<file path="config.mk">
export PLATFORM = sky130hd
export DESIGN_NAME = tpd_merge
export DESIGN_NICKNAME = d
export VERILOG_FILES = /design/src/sv/tpd_pkg.sv /design/src/sv/tpd_merge.sv
export SDC_FILE = /design/constraint.sdc
export NUM_CORES = 1
export LEC_CHECK = 0
export BUFFER_PORTS_ARGS = -buffer_cell sky130_fd_sc_hd__buf_4
export CORE_MARGIN = 2
export CORE_UTILIZATION = 40
export DETAILED_ROUTE_END_ITERATION = 6
export MAX_ROUTING_LAYER = met4
export PLACE_DENSITY = 0.61
export SYNTH_ARGS = -nofsm -noshare
export SYNTH_HDL_FRONTEND = slang
export SYNTH_SLANG_ARGS = --single-unit
</file>
<file path="constraint.sdc">
create_clock -name clk -period 4.6 [get_ports clk]
set_clock_uncertainty 0.2 [all_clocks]
set_input_delay 0.23 -clock clk [delete_from_list [all_inputs] [get_ports clk]]
set_output_delay 0.23 -clock clk [all_outputs]
set_load 0.05 [all_outputs]
</file>
<file path="src/sv/tpd_pkg.sv">
`timescale 1ns / 1ps
// Shared types, widths and tables for the ternary packed int8 dot product.
// Used by the lane, merge, float unit and top-level modules.
package tpd_pkg;

  localparam int unsigned NumLanes  = 32;
  localparam int unsigned NumGroups = 4;
  localparam int unsigned GroupSize = NumLanes / NumGroups;
  localparam int unsigned ProdW     = 9;   // trit times int8
  localparam int unsigned GroupW    = 12;  // sum of eight products
  localparam int unsigned DotW      = 14;  // sum of 32 products
  localparam int unsigned InDataW   = 496;
  localparam int unsigned OutDataW  = 32;

  localparam logic [31:0] FpPosZero  = 32'h0000_0000;
  localparam logic [31:0] FpDefNan   = 32'hFFC0_0000;
  localparam logic [31:0] FpExpAll   = 32'h7F80_0000;
  localparam logic [31:0] FpQuietBit = 32'h0040_0000;

  typedef enum logic [0:0] {
    FP_MUL = 1'b0,
    FP_ADD = 1'b1
  } fp_op_t;

  typedef struct packed {
    fp_op_t      op;
    logic [31:0] a;
    logic [31:0] b;
  } fpu_req_t;

  // Powers of three used to pick a base-3 digit out of a packed byte.
  function automatic logic [7:0] pow3(input logic [2:0] k);
    logic [7:0] p;
    begin
      case (k)
        3'd0:    p = 8'd1;
        3'd1:    p = 8'd3;
        3'd2:    p = 8'd9;
        3'd3:    p = 8'd27;
        3'd4:    p = 8'd81;
        default: p = 8'd1;
      endcase
      return p;
    end
  endfunction

endpackage

</file>
<file path="src/sv/tpd_merge.sv">
`timescale 1ns / 1ps
// Two-stage registered adder tree merging the 32 lane products into one dot.
// Depends on tpd_pkg.
module tpd_merge
  import tpd_pkg::*;
(
  input  logic                      clk,
  input  logic signed [ProdW-1:0]   prod_i [NumLanes],
  output logic signed [DotW-1:0]    dot_o
);

  logic signed [GroupW-1:0] grp_nxt [NumGroups];
  logic signed [GroupW-1:0] grp_r   [NumGroups];
  logic signed [DotW-1:0]   dot_nxt;
  logic signed [DotW-1:0]   dot_r;

  always_comb begin
    for (int g = 0; g < NumGroups; g++) begin
      grp_nxt[g] = '0;
      for (int j = 0; j < GroupSize; j++) begin
        grp_nxt[g] = grp_nxt[g] + GroupW'(prod_i[g*GroupSize + j]);
      end
    end
    dot_nxt = '0;
    for (int g = 0; g < NumGroups; g++) begin
      dot_nxt = dot_nxt + DotW'(grp_r[g]);
    end
  end

  always_ff @(posedge clk) begin
    grp_r <= grp_nxt;
    dot_r <= dot_nxt;
  end

  assign dot_o = dot_r;

endmodule

</file>
# ---- Word-level counts from Yosys, hierarchy flattened
# Index checks and enable logic that the tools add are counted.
dict set report word_totals {
  output_inout_bits 14
  elab_cells 36
  regBits 62
  input_bits 289
}
dict set report classes {
  addsub 31
}
# cell count
set op_table {}
lappend op_table {{$add A12 B9 Y12} 16}
lappend op_table {{$add A11 B9 Y12} 4}
lappend op_table {{$add A10 B9 Y11} 4}
lappend op_table {{$add A9 B9 Y10} 4}
lappend op_table {{$add A13 B12 Y14} 1}
lappend op_table {{$add A14 B12 Y14} 1}
lappend op_table {{$add A12 B12 Y13} 1}

# ---- Depth between registers and ports, before layout
# Gate-level depths: netlist of run 1.
dict set report depth {
  word_depth 7
  ltp_mapped 16
}

# ---- Worst setup path after synthesis of run 1
# OpenSTA, ideal clock, no wires.
dict set report synth_timing {
  kind {input to register}
  start {in prod_i[173] in the netlist's numbering}
  end {reg grp_r[34] in the netlist's numbering}
  t_arrival_ns 3.674
  required_ns 4.328
  stages 16
  setup_ns 0.072
  setup_slack_ns 0.654
  path_cell_list {inv_1 -> fa_1 -> inv_1 -> fa_1 -> fa_1 -> inv_1 -> fa_1 -> inv_1 -> ha_1 -> inv_1 -> fa_1 -> inv_1 -> a21o_1 -> a41o_1 -> o41ai_1 -> xnor2_1}
}
# element line
set synth_lines {}
lappend synth_lines {{start, declared} tpd_merge.sv:8} ;# input logic signed [ProdW-1:0] prod_i [NumLanes],
lappend synth_lines {{end signal, assigned} tpd_merge.sv:31} ;# grp_r <= grp_nxt;
lappend synth_lines {{end, declared} tpd_merge.sv:13} ;# logic signed [GroupW-1:0] grp_r [NumGroups];

==> results.yml, run 1 <==
placement:
  place.gp.congestion: 0.806
  hpwl_um: 19200
  dp_slack_ns: 0.345
  port-buffer-count: 302
  place_area_sq_mm: 0.0127
job:
  cap_violations: 0
drt:
  dr.pass1.iters: 4
  remaining_drc_errors: 0
  vias: 6938
  drt_iter0_drc: 207
  routed_wl_um: 20100
  via_per_inst: 4.27
  post_drt_wl_per_cell_um: 12.3
  postRouteAntennaNets: 0
clock_tree:
  ctsHoldBuffers: 0
  tritoncts: "yes"
  clkTransAtPathRegs_ns: 0.05
  post_cts.repair.setup_buffers: 0
  cts_root_buf: "clkbuf_16"
  cts_sinks: 62
  cts_made_buffers: 9
  cts_resized: 0
  clk_path_buf_depth: 2
  clk_latency_ns: 0.32
  htreeDepth: 3
critical_path:
  crit_arrival_ns: 3.96
  required_ns: 4.61
  cp-end-kind: "flop"
  start_kind: "primary input"
  worstPathMaxFanout: 2
  critical_path_class: "primary input to flop"
synth:
  synth_cell_types: 41
  syn_nets: 1589
  ys_async_sr_fraction: 0
  synth_top_cell_area_share: 0.507
  syn_area_per_cell_sq_um: 10.1
  dominantRegCellSynth: "dfxtp_1"
  yosysSeqAreaShare: 0.124
  synth_cells: 986
  ys_ff_latch: 62
  yosys_warnings: 0
  synth_edf_count: 0
  yosys.area.top_type: "fa_1"
  synthesis.area_sq_mm: 0.0100
  synth_area_leaders: "fa_1, inv_1, dfxtp_1"
floorplanning:
  rows: 57
  die_h_um: 162
  num_io_pins: 303
  die_area_sq_mm: 0.0263
  start_util: 0.409
  die-width_um: 162
  core_sq_mm: 0.0245
global_routing:
  grt_pass1_wl_um: 35000
  grt_use_total: 0.169
  overflow: 0
  antenna_found_initial: 0
  globalRouteMet3Util: 0.0268
  grt_util_met1: 0.201
  gr-usage-met2: 0.309
  grt_max_degree: 11
  grt_pass1_vias: 7803
  grt_busiest_layer: "met2"
cells_and_area:
  layout.cells.most_common: "inv_1"
  diodes: 0
  area_growth_pct: 29.7
  nets: 1900
  fin_area_sq_mm: 0.0130
  final_cell_mix: "inv_1, buf_4, fa_1"
  drive_gt1_frac: 0.250
run_status:
  outcome: "completed"
timing:
  fmax_mhz: 253
  finalCritPeriodShare: 0.860
  tightest_slew_ns: 0.435
  finalHoldViolCount: 0
  setup_viol: 0
  post-route-min-period_ns: 3.96
  slew_viol_final: 0
  fin_setup_tns_ns: 0
  setup_slack_ns: 0.644
  slew_headroom: 0.703
  rsz0062_at_grt: "no"
hold_path:
  min_path_type: "primary input to flop"
per-stage QoR:
step / util / instances / hold WS [ns]
final: 0.530 / 1626 / 0.0373
after CTS: 0.530 / 1626 / 0.0282
after global placement: 0.518 / 1610 / 0.245
after detailed placement: 0.518 / 1610 / 0.251
after floorplan: - / 986 / 0.232
after global routing: 0.530 / 1626 / 0.0463
cell families (layout without fill, tap and decap cells):
logic type | count (synthesis) | after routing | synth area share
buf+inv | 399 | 715 | 0.150
fa+ha+maj | 314 | 314 | 0.583
compound gates | 81 | 81 | 0.0598
simple gates | 79 | 79 | 0.0385
flops | 62 | 62 | 0.124
xor+xnor | 51 | 51 | 0.0447
final cells by class:
type	instances	area, sq um
clock buffer	12	256
clock inverter	4	45.0
fill	2262	11500
inverter	397	1490
multi-input combinational	525	7260
sequential	62	1240
tap	324	405
timing repair buffer	302	2270
worst max-delay path, cell delays in order:
cell      delay, ns
buf_4          0.08
inv_1          0.04
fa_1           0.53
inv_1          0.05
fa_1           0.50
fa_1           0.50
inv_1          0.05
fa_1           0.52
inv_1          0.05
ha_1           0.28
a211oi_1       0.37
o211ai_1       0.21
a31o_2         0.27
a21oi_1        0.17
xnor2_1        0.09
registers in the layout (all words and copies together) (netlist names):
name and count:
grp_r 48, dot_o 14
synth_stat cells (2+ instances only):
library cell / number
or4b_1: 2
o2111a_1: 2
dfxtp_1: 62
nand3_1: 10
a211oi_1: 3
o21ai_0: 8
fa_1: 253
xnor2_1: 48
nor4_1: 2
ha_1: 61
clkbuf_1: 2
o31ai_1: 3
nor3_1: 8
xor2_1: 3
a21o_1: 7
o211ai_1: 5
nand2_1: 14
inv_1: 397
o41ai_1: 3
o2111ai_1: 4
o21bai_1: 4
o21a_1: 7
nor2b_1: 5
a21oi_1: 24
and2_1: 2
and3_1: 5
a2111oi_0: 2
nor2_1: 27
path summary, 6_finish.rpt:
| check | start | endpoint | slack [ns] | cells after the start |
|---|---|---|---|---|
| max | prod_i[30] | grp_r[11] | 0.64 | 15 |
| min | prod_i[207] | grp_r[24] | 0.04 | 3 |
| max reg2reg | grp_r[1] | dot_o[11] | 1.24 | 10 |
| min reg2reg | grp_r[36] | dot_o[0] | 0.26 | 1 |
metal layers:
layer  wire [um]  part of all wire
met1        7690              0.38
met2       11100              0.56
met3         918             0.046
met4         300             0.015
met5           0                 0
Power of run 1 is not shown: default switching activity piles up to over one toggle a cycle in this logic, so the estimate is an artifact.
==> run 2, diff against run 1 <==
--- a/config.mk
+++ b/config.mk
@@ -9,6 +9,7 @@
 export CORE_MARGIN = 2
 export CORE_UTILIZATION = 40
 export DETAILED_ROUTE_END_ITERATION = 6
+export HOLD_SLACK_MARGIN = 0.1
 export MAX_ROUTING_LAYER = met4
 export PLACE_DENSITY = 0.61
 export SYNTH_ARGS = -nofsm -noshare
==> run 2 against run 1 <==
Net effect: critical path type unchanged; worst setup slack better by 0.0036 ns; sequential share of layout area shrank 0.051 points; cell count rose by 0.43%; non-clock buffer count increased by 7; die area unchanged; cell area rose by 0.54%; via count is 0.46% higher; wire length rose by 0.26%.
==> results.yml, run 2 (synthesis results as in run 1) <==
global_routing:
  globalRouteMet3Util: 0.0260
  grt_util_met1: 0.201
  gr-usage-met2: 0.309
  grt_pass1_vias: 7817
  grt_pass1_wl_um: 35000
  antenna_found_initial: 0
  grt_use_total: 0.169
  grt_max_degree: 11
  overflow: 0
  grt_busiest_layer: "met2"
timing:
  post-route-min-period_ns: 3.95
  slew_viol_final: 0
  slew_headroom: 0.703
  fmax_mhz: 253
  setup_viol: 0
  rsz0062_at_grt: "no"
  tightest_slew_ns: 0.435
  fin_setup_tns_ns: 0
  finalHoldViolCount: 0
  finalCritPeriodShare: 0.859
  whs_ns: 0.0987
clock_tree:
  clk_path_buf_depth: 2
  clk_latency_ns: 0.32
  post_cts.repair.setup_buffers: 0
  cts_sinks: 62
  cts_made_buffers: 9
  clkTransAtPathRegs_ns: 0.05
  cts_resized: 0
  htreeDepth: 3
  ctsHoldBuffers: 7
  cts_root_buf: "clkbuf_16"
  tritoncts: "yes"
cells_and_area:
  drive_gt1_frac: 0.249
  area_growth_pct: 30.4
  layout.cells.most_common: "inv_1"
  fillers: 2258
  diodes: 0
  regMostFlops: "grp_r"
  largest_register_ffs: 48
  nets: 1907
  fin_area_sq_mm: 0.0130
  final_cell_mix: "inv_1, buf_4, fa_1"
  finalNonFillerCells: 1633
critical_path:
  cp-end-kind: "flop"
  cpPeakStageDelay_ns: 0.53
  crit_arrival_ns: 3.96
  worstPathMaxFanout: 2
  cp_slowest_cell: "fa_1"
  path_cells: "buf_4, inv_1, fa_1, inv_1, fa_1, fa_1, inv_1, fa_1, inv_1, ha_1, a211oi_1, o211ai_1, a31o_2, a21oi_1, xnor2_1"
  required_ns: 4.61
  critical_path_class: "primary input to flop"
  start_kind: "primary input"
drt:
  via_per_inst: 4.27
  routed_wl_um: 20100
  dr.pass1.iters: 4
  remaining_drc_errors: 0
  drt_iter0_drc: 219
  vias: 6970
  post_drt_wl_per_cell_um: 12.3
  postRouteAntennaNets: 0
placement:
  port-buffer-count: 302
  place_area_sq_mm: 0.0127
  place_inst: 1610
  hpwl_um: 19200
  place.gp.congestion: 0.806
job:
  cap_violations: 0
floorplanning:
  rows: 57
  die_h_um: 162
  die-width_um: 162
  core_sq_mm: 0.0245
  num_io_pins: 303
  die_area_sq_mm: 0.0263
  start_util: 0.409
run_status:
  outcome: "completed"
hold_path:
  min_path_type: "primary input to flop"
## run 2: cell count changes in the layout (fill, tap and decap cells not counted)
cell	change
dlygate4sd3_1	+7
## run 2: layer usage
| metal | up-vias | routed length, um |
|---|---|---|
| met5 | - | 0 |
| met4 | 0 | 300 |
| li1 | 3425 | - |
| met1 | 3373 | 7730 |
| met3 | 26 | 895 |
| met2 | 146 | 11200 |
## run 2: cell type report
class,instances,area [sq um],area share
clock buffers,12,256,0.0197
clock inverters,4,45.0,0.00346
inverters,397,1490,0.114
multi-input cells,525,7260,0.557
flip-flops and latches,62,1240,0.0952
well taps,324,405,0.0311
repair buffers,309,2340,0.179
## run 2: worst max-delay path, delay by kind of cell
family                     cells  cell delay (ns)
AOI/OAI and AO/OA              4             1.02
xor gates and xnor gates       1             0.09
adders and majority gates      5             2.33
buffers and inverters          5             0.27
## run 2: final timing paths
path	start	endpoint	slack, ns	depth (start not counted)
worst max register to register	grp_r[1]	dot_o[11]	1.24	10
worst min-delay path	prod_i[270]	grp_r[36]	0.1	3
worst max-delay path	prod_i[30]	grp_r[11]	0.65	15
worst min register to register	grp_r[36]	dot_o[0]	0.26	1
## run 2: stage by stage
| stage | worst slack (ns) | utilization |
|---|---|---|
| 4_1_cts | 0.676 | 0.533 |
| 3_5_place_dp | 0.345 | 0.518 |
| 3_3_place_gp | 0.350 | 0.518 |
| 2_1_floorplan | 0.654 | - |
| 6_report | 0.647 | 0.533 |
| 5_1_grt | 0.501 | 0.533 |
Power of run 2 is left out for the same reason.
