[config.mk]
export PLATFORM = sky130hd
export DESIGN_NAME = tpd_lane
export DESIGN_NICKNAME = d
export VERILOG_FILES = /design/src/sv/tpd_pkg.sv /design/src/sv/tpd_lane.sv
export SDC_FILE = /design/constraint.sdc
export NUM_CORES = 1
export LEC_CHECK = 0
export BUFFER_PORTS_ARGS = -buffer_cell sky130_fd_sc_hd__buf_4
export CAP_MARGIN = 20
export CORE_MARGIN = 2
export CORE_UTILIZATION = 45
export DETAILED_ROUTE_END_ITERATION = 6
export PLACE_DENSITY = 0.77
export SLEW_MARGIN = 20
export SYNTH_ARGS = -nofsm -noshare
export SYNTH_HDL_FRONTEND = slang
export SYNTH_SLANG_ARGS = --single-unit
export TNS_END_PERCENT = 1
[constraint.sdc]
create_clock -name vclk -period 10.7
set_input_delay 1.07 -clock vclk [all_inputs]
set_output_delay 1.07 -clock vclk [all_outputs]
set_load 0.05 [all_outputs]
[src/sv/tpd_pkg.sv]
`timescale 1ns / 1ps
// Shared types, widths and tables for the ternary packed int8 dot product.
// Used by the lane, merge, float unit and top-level modules.
package tpd_pkg;

  localparam int unsigned NumLanes  = 32;
  localparam int unsigned NumGroups = 4;
  localparam int unsigned GroupSize = NumLanes / NumGroups;
  localparam int unsigned ProdW     = 9;   // trit times int8
  localparam int unsigned GroupW    = 12;  // sum of eight products
  localparam int unsigned DotW      = 14;  // sum of 32 products
  localparam int unsigned InDataW   = 496;
  localparam int unsigned OutDataW  = 32;

  localparam logic [31:0] FpPosZero  = 32'h0000_0000;
  localparam logic [31:0] FpDefNan   = 32'hFFC0_0000;
  localparam logic [31:0] FpExpAll   = 32'h7F80_0000;
  localparam logic [31:0] FpQuietBit = 32'h0040_0000;

  typedef enum logic [0:0] {
    FP_MUL = 1'b0,
    FP_ADD = 1'b1
  } fp_op_t;

  typedef struct packed {
    fp_op_t      op;
    logic [31:0] a;
    logic [31:0] b;
  } fpu_req_t;

  // Powers of three used to pick a base-3 digit out of a packed byte.
  function automatic logic [7:0] pow3(input logic [2:0] k);
    logic [7:0] p;
    begin
      case (k)
        3'd0:    p = 8'd1;
        3'd1:    p = 8'd3;
        3'd2:    p = 8'd9;
        3'd3:    p = 8'd27;
        3'd4:    p = 8'd81;
        default: p = 8'd1;
      endcase
      return p;
    end
  endfunction

endpackage

[src/sv/tpd_lane.sv]
`timescale 1ns / 1ps
// One lane: decodes a trit from a packed byte and applies it to one activation.
// Depends on tpd_pkg.
module tpd_lane
  import tpd_pkg::*;
(
  input  logic [7:0]                byte_i,
  input  logic [2:0]                k_i,
  input  logic signed [7:0]         act_i,
  output logic signed [ProdW-1:0]   prod_o
);

  logic [15:0] scaled;
  logic [9:0]  digit;

  always_comb begin
    scaled = 16'(byte_i) * 16'(pow3(k_i));
    digit  = (10'(scaled[7:0]) * 10'd3) >> 8;
    case (digit[1:0])
      2'd0:    prod_o = -ProdW'(act_i);
      2'd2:    prod_o = ProdW'(act_i);
      default: prod_o = '0;
    endcase
  end

endmodule

# After elaboration in Yosys (flattened, before gate mapping)
# Index checks and enable logic that the tools add are counted.
# word_totals
regBits	0
latchBits	0
ramBits	0
rom_bits	0
in_bits	19
wordCells	11
n_memories	0
# op_classes
n_addsub	1
n_mul	2
n_div	0
order_cmp	0
eq_ne	5
shift	0
muxes	2
bitwise_logic	0
n_reduce_logical	1
# ops
cell	n
$pmux 7 s4	1
$pmux 9 s2	1
$mul 8x2->10 const B	1
$neg 8->9	1
$mul 8x8->8	1
$eq 3x2->1 const B	2
$eq 3x1->1 const B	1
$eq 3x3->1 const B	1
$eq 2x2->1 const B	1
$logic_not 2->1	1

# Logic depth before layout (Yosys ltp)
# Gate-level depths: netlist of the first run.
# depth
depth_word	6
ltp_mapped	18

# Worst setup path after synthesis of the first run
# No wires, ideal clock.
# synth_timing
kind	input to output
from	in k_i[0]
to	out prod_o[5]
arrival_ns	5.907
required_ns	9.630
setup_slack_ns	3.723
stages	18
n_path_buf	0
cell_sequence	nor2b_1 > a21o_1 > and2_1 > ha_1 > ha_1 > inv_1 > fa_1 > fa_1 > inv_1 > ha_1 > nand2_1 > o21ai_0 > xnor2_4 > ha_1 > a21oi_1 > nand2_1 > xor2_4 > a2111oi_2
# synth_via
elab_chain_len	6
# synth_rtl
item	line_no	source
start, declared	tpd_lane.sv:8	input logic [2:0] k_i,
$eq 3x3->1, or another cell as far along	tpd_pkg.sv:35	case (k)
$pmux 7 s4 (*)	tpd_pkg.sv:35	
$mul 8x8->8 (*)	tpd_lane.sv:17	scaled = 16'(byte_i) * 16'(pow3(k_i));
$mul 8x2->10 (*)	tpd_lane.sv:18	digit = (10'(scaled[7:0]) * 10'd3) >> 8;
$eq 2x2->1 / $logic_not 2->1 (equally long branches)	tpd_lane.sv:19	case (digit[1:0])
$pmux 9 s2 (*)	tpd_lane.sv:19	
end, declared	tpd_lane.sv:10	output logic signed [ProdW-1:0] prod_o
# Every way passes the cells marked *; elsewhere a longest branch is shown, timed or not.

# Worst setup path after layout of the first run
# layout_timing
from	in k_i[2]
to	out prod_o[6]
# The elaborated chain is that of the path after synthesis.

==> out/results.ini, run 1 <==
[floorplanning]
floorplan.core_area_um2 = 2430
die_outline_area_um2 = 2930
cell_row_count = 18
ioPinCount = 28
dieHeight_um = 54.1
effective_utilization_at_floorplan = 0.465
die_w_um = 54.1

[grt]
number_of_global_route_vias_before_repair = 915
grt_pass1_wl_mm = 3.77
initial_antenna_violation_count = 0
globalRouteOverflowTotal = 0
grt_start_max_net_pins = 14
track_usage = 0.168

[layout]
area_growth_pct = 21.3
seq_area_um2 = 0
fin_nets = 214
clock_buffer_count = 0
drive_above_1_share = 0.204
layout.cells.non_filler = 192
n_antenna_cell = 0
numSequentialCells = 0

[power_and_ir_drop]
cellPowerDensity_nw_per_um2 = 250
leakagePower_uw = 0.000704
worst_ir_drop_vdd_uv = 256

[timing]
period_share = 0.652
worst_margin_slew_ns = 0.636
relative_slew_slack = 0.572
drv_slew = 0
clock.fmax_ghz = 0.143
setup_tns_ns = 0
grt_setup_unrepaired = no
setup_viol = 0
final.min_clock_period_ns = 6.97
hold_violations = 0

[worst_setup_path]
cell_type_of_the_slowest_stage_on_the_worst_timing_path = sky130_fd_sc_hd__fa_1
cp_data_required_time_ns = 9.63
path_delay_family = adder cells
slowest_delay_ns = 0.51
critical_path.max_fanout = 13
path_depth = 19
critical-path-top-cell-by-count = sky130_fd_sc_hd__ha_1
timing.critical_path.from_type = primary input
worst_setup_path_end_kind = output pin
worst_ep_arrival_time_ns = 5.90
ordered_list_of_cells_on_the_worst_path = buf_4, nor2b_1, a21o_1, and2_1, ha_1, ha_1, inv_1, fa_1, fa_1, inv_1, ha_1, nand2_1, o21ai_0, xnor2_4, ha_1, inv_1, and3_1, a2111oi_2, buf_4
worstPathBufferInverterCount = 5
worst-setup-path-type = in2out

[synth]
ys.warnings.count = 0
synth_top_area_cell = sky130_fd_sc_hd__ha_1
synth.top_cells.by_count = sky130_fd_sc_hd__ha_1, sky130_fd_sc_hd__inv_1, sky130_fd_sc_hd__and2_1
postSynthCellCount = 136
synthDistinctLibCells = 30
synth.most_common_cell = sky130_fd_sc_hd__ha_1
synth.top_cells.by_area = sky130_fd_sc_hd__ha_1, sky130_fd_sc_hd__fa_1, sky130_fd_sc_hd__and2_1, sky130_fd_sc_hd__a21oi_1, sky130_fd_sc_hd__inv_1
syn_area_per_cell_um2 = 8.31
synth_top_area_frac = 0.288
synthesis.area_um2 = 1130
sequential_cell_area_fraction_in_the_yosys_report = 0
synth_fp_nets = 186

[clock_network]
post_cts_resized = 0
holdBufCountCts = 0
post_cts_setup_buffers = 0

[routing]
first_iter_violations = 13
num_vias = 1032
viasPerCell = 5.38
drt_first_pass_iters = 4
drt-total-wl_mm = 2.30
wire_per_inst_um = 12.0
final_antenna_net_count = 0
post-route-drc-count = 0

[placed_design]
place.port_buffers = 28
finalWeightedCongestion = 0.805
placedCellCount = 192
place_hpwl_mm = 2.04

[min_path]
min-delay-path-class = in2out
worst_hold_path.num_cells = 4

[run]
max_cap_viol_count = 0

[run_status]
run_status = completed

## where the power goes
| part | switching (µW) | internal [µW] |
|---|---|---|
| clock | 0 | 0 |
| sequential | 0 | 0 |
| combinational | 229 | 114 |
## per-layer routing
layer  GRT usage  share of wire  wire [µm]
met4     0.00833              0          0
met2       0.313           0.49       1120
met1       0.223           0.49       1120
met3     0.00556          0.025         57
met5           0              0          0
## metrics by stage
step | area, µm² | hold WS, ns | util | power [µW] | setup WS, ns
finish | 1370 | 2.56 | 0.563 | 343 | 3.73
global route | 1370 | 2.58 | 0.563 | 371 | 3.31
CTS | 1370 | 2.56 | 0.563 | 344 | 3.71
detailed placement | 1370 | 2.56 | 0.563 | 343 | 3.72
global placement | 1370 | 2.55 | 0.563 | 337 | 3.88
floorplan | 1130 | 2.39 | - | 260 | 3.72
## cells in the final DEF (no fill, tap or decap)
cell type                   count
sky130_fd_sc_hd__xnor2_4        1
sky130_fd_sc_hd__a2111oi_2      2
sky130_fd_sc_hd__xor2_1         4
sky130_fd_sc_hd__a21oi_1       13
sky130_fd_sc_hd__buf_4         28
sky130_fd_sc_hd__inv_1         17
sky130_fd_sc_hd__and2_1        14
sky130_fd_sc_hd__xor2_4         1
sky130_fd_sc_hd__ha_1          26
sky130_fd_sc_hd__xnor3_2        1
sky130_fd_sc_hd__nand4_1        1
sky130_fd_sc_hd__nor3b_1        2
sky130_fd_sc_hd__xnor3_1        1
sky130_fd_sc_hd__o31ai_1        4
sky130_fd_sc_hd__nand3_1        2
sky130_fd_sc_hd__and3_1         2
sky130_fd_sc_hd__xnor2_1        4
sky130_fd_sc_hd__nor2b_1        3
sky130_fd_sc_hd__nor3_1         3
sky130_fd_sc_hd__nor2_1         4
sky130_fd_sc_hd__nand2b_1       1
sky130_fd_sc_hd__nand2_1        3
sky130_fd_sc_hd__a21o_1         3
sky130_fd_sc_hd__fa_1           5
sky130_fd_sc_hd__or4_1          5
sky130_fd_sc_hd__o21a_1         2
sky130_fd_sc_hd__nand3b_1       3
sky130_fd_sc_hd__o21ai_0        5
sky130_fd_sc_hd__o211ai_1       1
sky130_fd_sc_hd__a32oi_1        1
## tightest hold or removal path: cells and delay by family
family                 cells  cell delay, ns
AO/OA/AOI/OAI              2            0.11
buffers and inverters      2            0.30
## kinds of logic after synthesis
kind of cell | after synthesis | synth area share
adder cells (fa/ha/maj) | 31 | 0.377
XOR/XNOR | 12 | 0.152
AND/OR/NAND/NOR | 43 | 0.228
AO/OA/AOI/OAI | 31 | 0.181
buffers and inverters | 19 | 0.0631
## area by class of cell
class                           count  area (µm²)
Inverter                           17        63.8
Fill cell                         235        1060
Multi-Input combinational cell    117        1060
Tap cell                           30        37.5
Timing Repair Buffer               28         210
## final timing paths
kind	start	to	slack (ns)
hold / removal	act_i[7]	prod_o[7]	2.56
setup / recovery	k_i[2]	prod_o[6]	3.73
Note: power is estimated with default switching activity, not from simulation.
==> inputs of run 2 (changes only) <==
- PLACE_DENSITY: 0.77 -> 0.8
- clock period: 10.7 -> 5.9 ns (I/O delays scaled with it)
==> run 2 against run 1 <==
Compared with the run above:
- largest power group unchanged
- global-route usage grew 1.0 points
- clock-buffer cell count is the same
- cell count grew 1.0%
- hold slack lost 0.96 ns
- worst setup slack lost 3.5 ns
- critical path type unchanged
- sequential share of layout area is the same
- critical path depth grew 1
==> out/results.ini, run 2 (synthesized netlist as in run 1, its figures left out) <==
[run_status]
run_status = completed

[placed_design]
dp_slack_ns = -0.112
detailed_place.area_um2 = 1380
place.port_buffers = 28
place_hpwl_mm = 2.16
finalWeightedCongestion = 0.901

[floorplanning]
die_w_um = 54.1
dieHeight_um = 54.1
die_outline_area_um2 = 2930
effective_utilization_at_floorplan = 0.465
cell_row_count = 18
ioPinCount = 28
floorplan.core_area_um2 = 2430

[min_path]
min-delay-path-class = in2out
worst_hold_path.num_cells = 4
hold_path_startpoint = act_i[7]
worst_hold_path_ep = prod_o[8]

[worst_setup_path]
cp_data_required_time_ns = 5.31
critical_path.max_fanout = 9
worst_ep_arrival_time_ns = 5.09
worst_setup_path_end_kind = output pin
worst-setup-path-type = in2out
timing.critical_path.from_type = primary input

[timing]
final.min_clock_period_ns = 5.68
worst_margin_slew_ns = 0.370
clock.fmax_ghz = 0.176
drv_slew = 0
grt_setup_unrepaired = no
period_share = 0.963
relative_slew_slack = 0.751
setup_ws_ns = 0.219
hold_violations = 0
setup_viol = 0

[power_and_ir_drop]
leakagePower_uw = 0.000728
worst_ir_drop_vdd_uv = 496
cellPowerDensity_nw_per_um2 = 450

[layout]
fin_nets = 216
layout.cells.most_common_list = sky130_fd_sc_hd__buf_4, sky130_fd_sc_hd__ha_1, sky130_fd_sc_hd__inv_1, sky130_fd_sc_hd__and2_1, sky130_fd_sc_hd__a21oi_1
area_growth_pct = 25.6
mostFrequentLayoutCell = sky130_fd_sc_hd__buf_4
clock_buffer_count = 0
numSequentialCells = 0
n_antenna_cell = 0
drive_above_1_share = 0.256
final_cell_area_um2 = 1420
seq_area_um2 = 0

[routing]
num_vias = 1046
post-route-drc-count = 0
wire_per_inst_um = 12.7
viasPerCell = 5.39
final_antenna_net_count = 0
drt-total-wl_mm = 2.47
first_iter_violations = 9
drt_first_pass_iters = 4

[grt]
number_of_global_route_vias_before_repair = 967
grt_start_max_net_pins = 14
track_usage = 0.178
grt_pass1_wl_mm = 3.99
initial_antenna_violation_count = 0
globalRouteOverflowTotal = 0

[run]
max_cap_viol_count = 0

## run 2: cell type report
cell class	instances	area [µm²]
fillers	228	1010
inverters	17	63.8
multi-input cells	117	1090
well taps	30	37.5
repair buffers	30	225
## run 2: power by group
| part | internal, µW | switching [µW] |
|---|---|---|
| registers | 0 | 0 |
| clock network | 0 | 0 |
| logic | 220 | 419 |
| total | 220 | 419 |
## run 2: worst max-delay path by stage
stage	to	slack (ns)	cells after the start	from
3_3_place_gp	prod_o[6]	0.11	19	k_i[1]
5_1_grt	prod_o[5]	0.04	20	k_i[2]
6_report	prod_o[5]	0.22	20	k_i[2]
2_1_floorplan	prod_o[5]	-0.12	18	k_i[0]
4_1_cts	prod_o[5]	0.01	19	k_i[2]
3_5_place_dp	prod_o[5]	-0.11	19	k_i[2]
## run 2: worst max-delay path: stages
cell and delay, ns:
sky130_fd_sc_hd__buf_4 0.14, sky130_fd_sc_hd__nor3b_2 0.16, sky130_fd_sc_hd__a21o_1 0.17, sky130_fd_sc_hd__and2_1 0.16
sky130_fd_sc_hd__ha_1 0.29, sky130_fd_sc_hd__ha_1 0.28, sky130_fd_sc_hd__inv_1 0.05, sky130_fd_sc_hd__fa_1 0.49
sky130_fd_sc_hd__fa_1 0.51, sky130_fd_sc_hd__inv_1 0.04, sky130_fd_sc_hd__ha_1 0.34, sky130_fd_sc_hd__nand2_1 0.07
sky130_fd_sc_hd__o21ai_1 0.32, sky130_fd_sc_hd__xnor2_4 0.17, sky130_fd_sc_hd__ha_2 0.30, sky130_fd_sc_hd__a21oi_1 0.14
sky130_fd_sc_hd__nand2_1 0.14, sky130_fd_sc_hd__xor2_4 0.22, sky130_fd_sc_hd__a2111oi_2 0.24, sky130_fd_sc_hd__buf_4 0.26
## run 2: timing repair
item / CTS / global route
endpoints found under the setup margin: 2 / 9
pin swaps: 0 / 1
setup buffers: 0 / 1
resized for setup: 2 / 7
hold buffers: 0 / 0
## run 2: through the flow
step / hold slack [ns] / TNS, ns / utilization / cells / total power [µW]
after detailed placement: 1.60 / -0.183 / 0.566 / 193 / 627
after global routing: 1.61 / 0 / 0.583 / 194 / 687
final: 1.60 / 0 / 0.583 / 194 / 639
after CTS: 1.60 / 0 / 0.567 / 193 / 632
after global placement: 1.59 / 0 / 0.566 / 193 / 613
after floorplan: 1.43 / -0.449 / - / 136 / 471
## run 2: routing by layer
| layer | GRT usage | part of all wire | up-vias |
|---|---|---|---|
| met4 | 0.0125 | 0.0057 | 0 |
| met1 | 0.229 | 0.48 | 486 |
| li1 | - | - | 544 |
| met2 | 0.341 | 0.50 | 14 |
| met3 | 0.00278 | 0.018 | 2 |
| met5 | 0 | 0 | - |
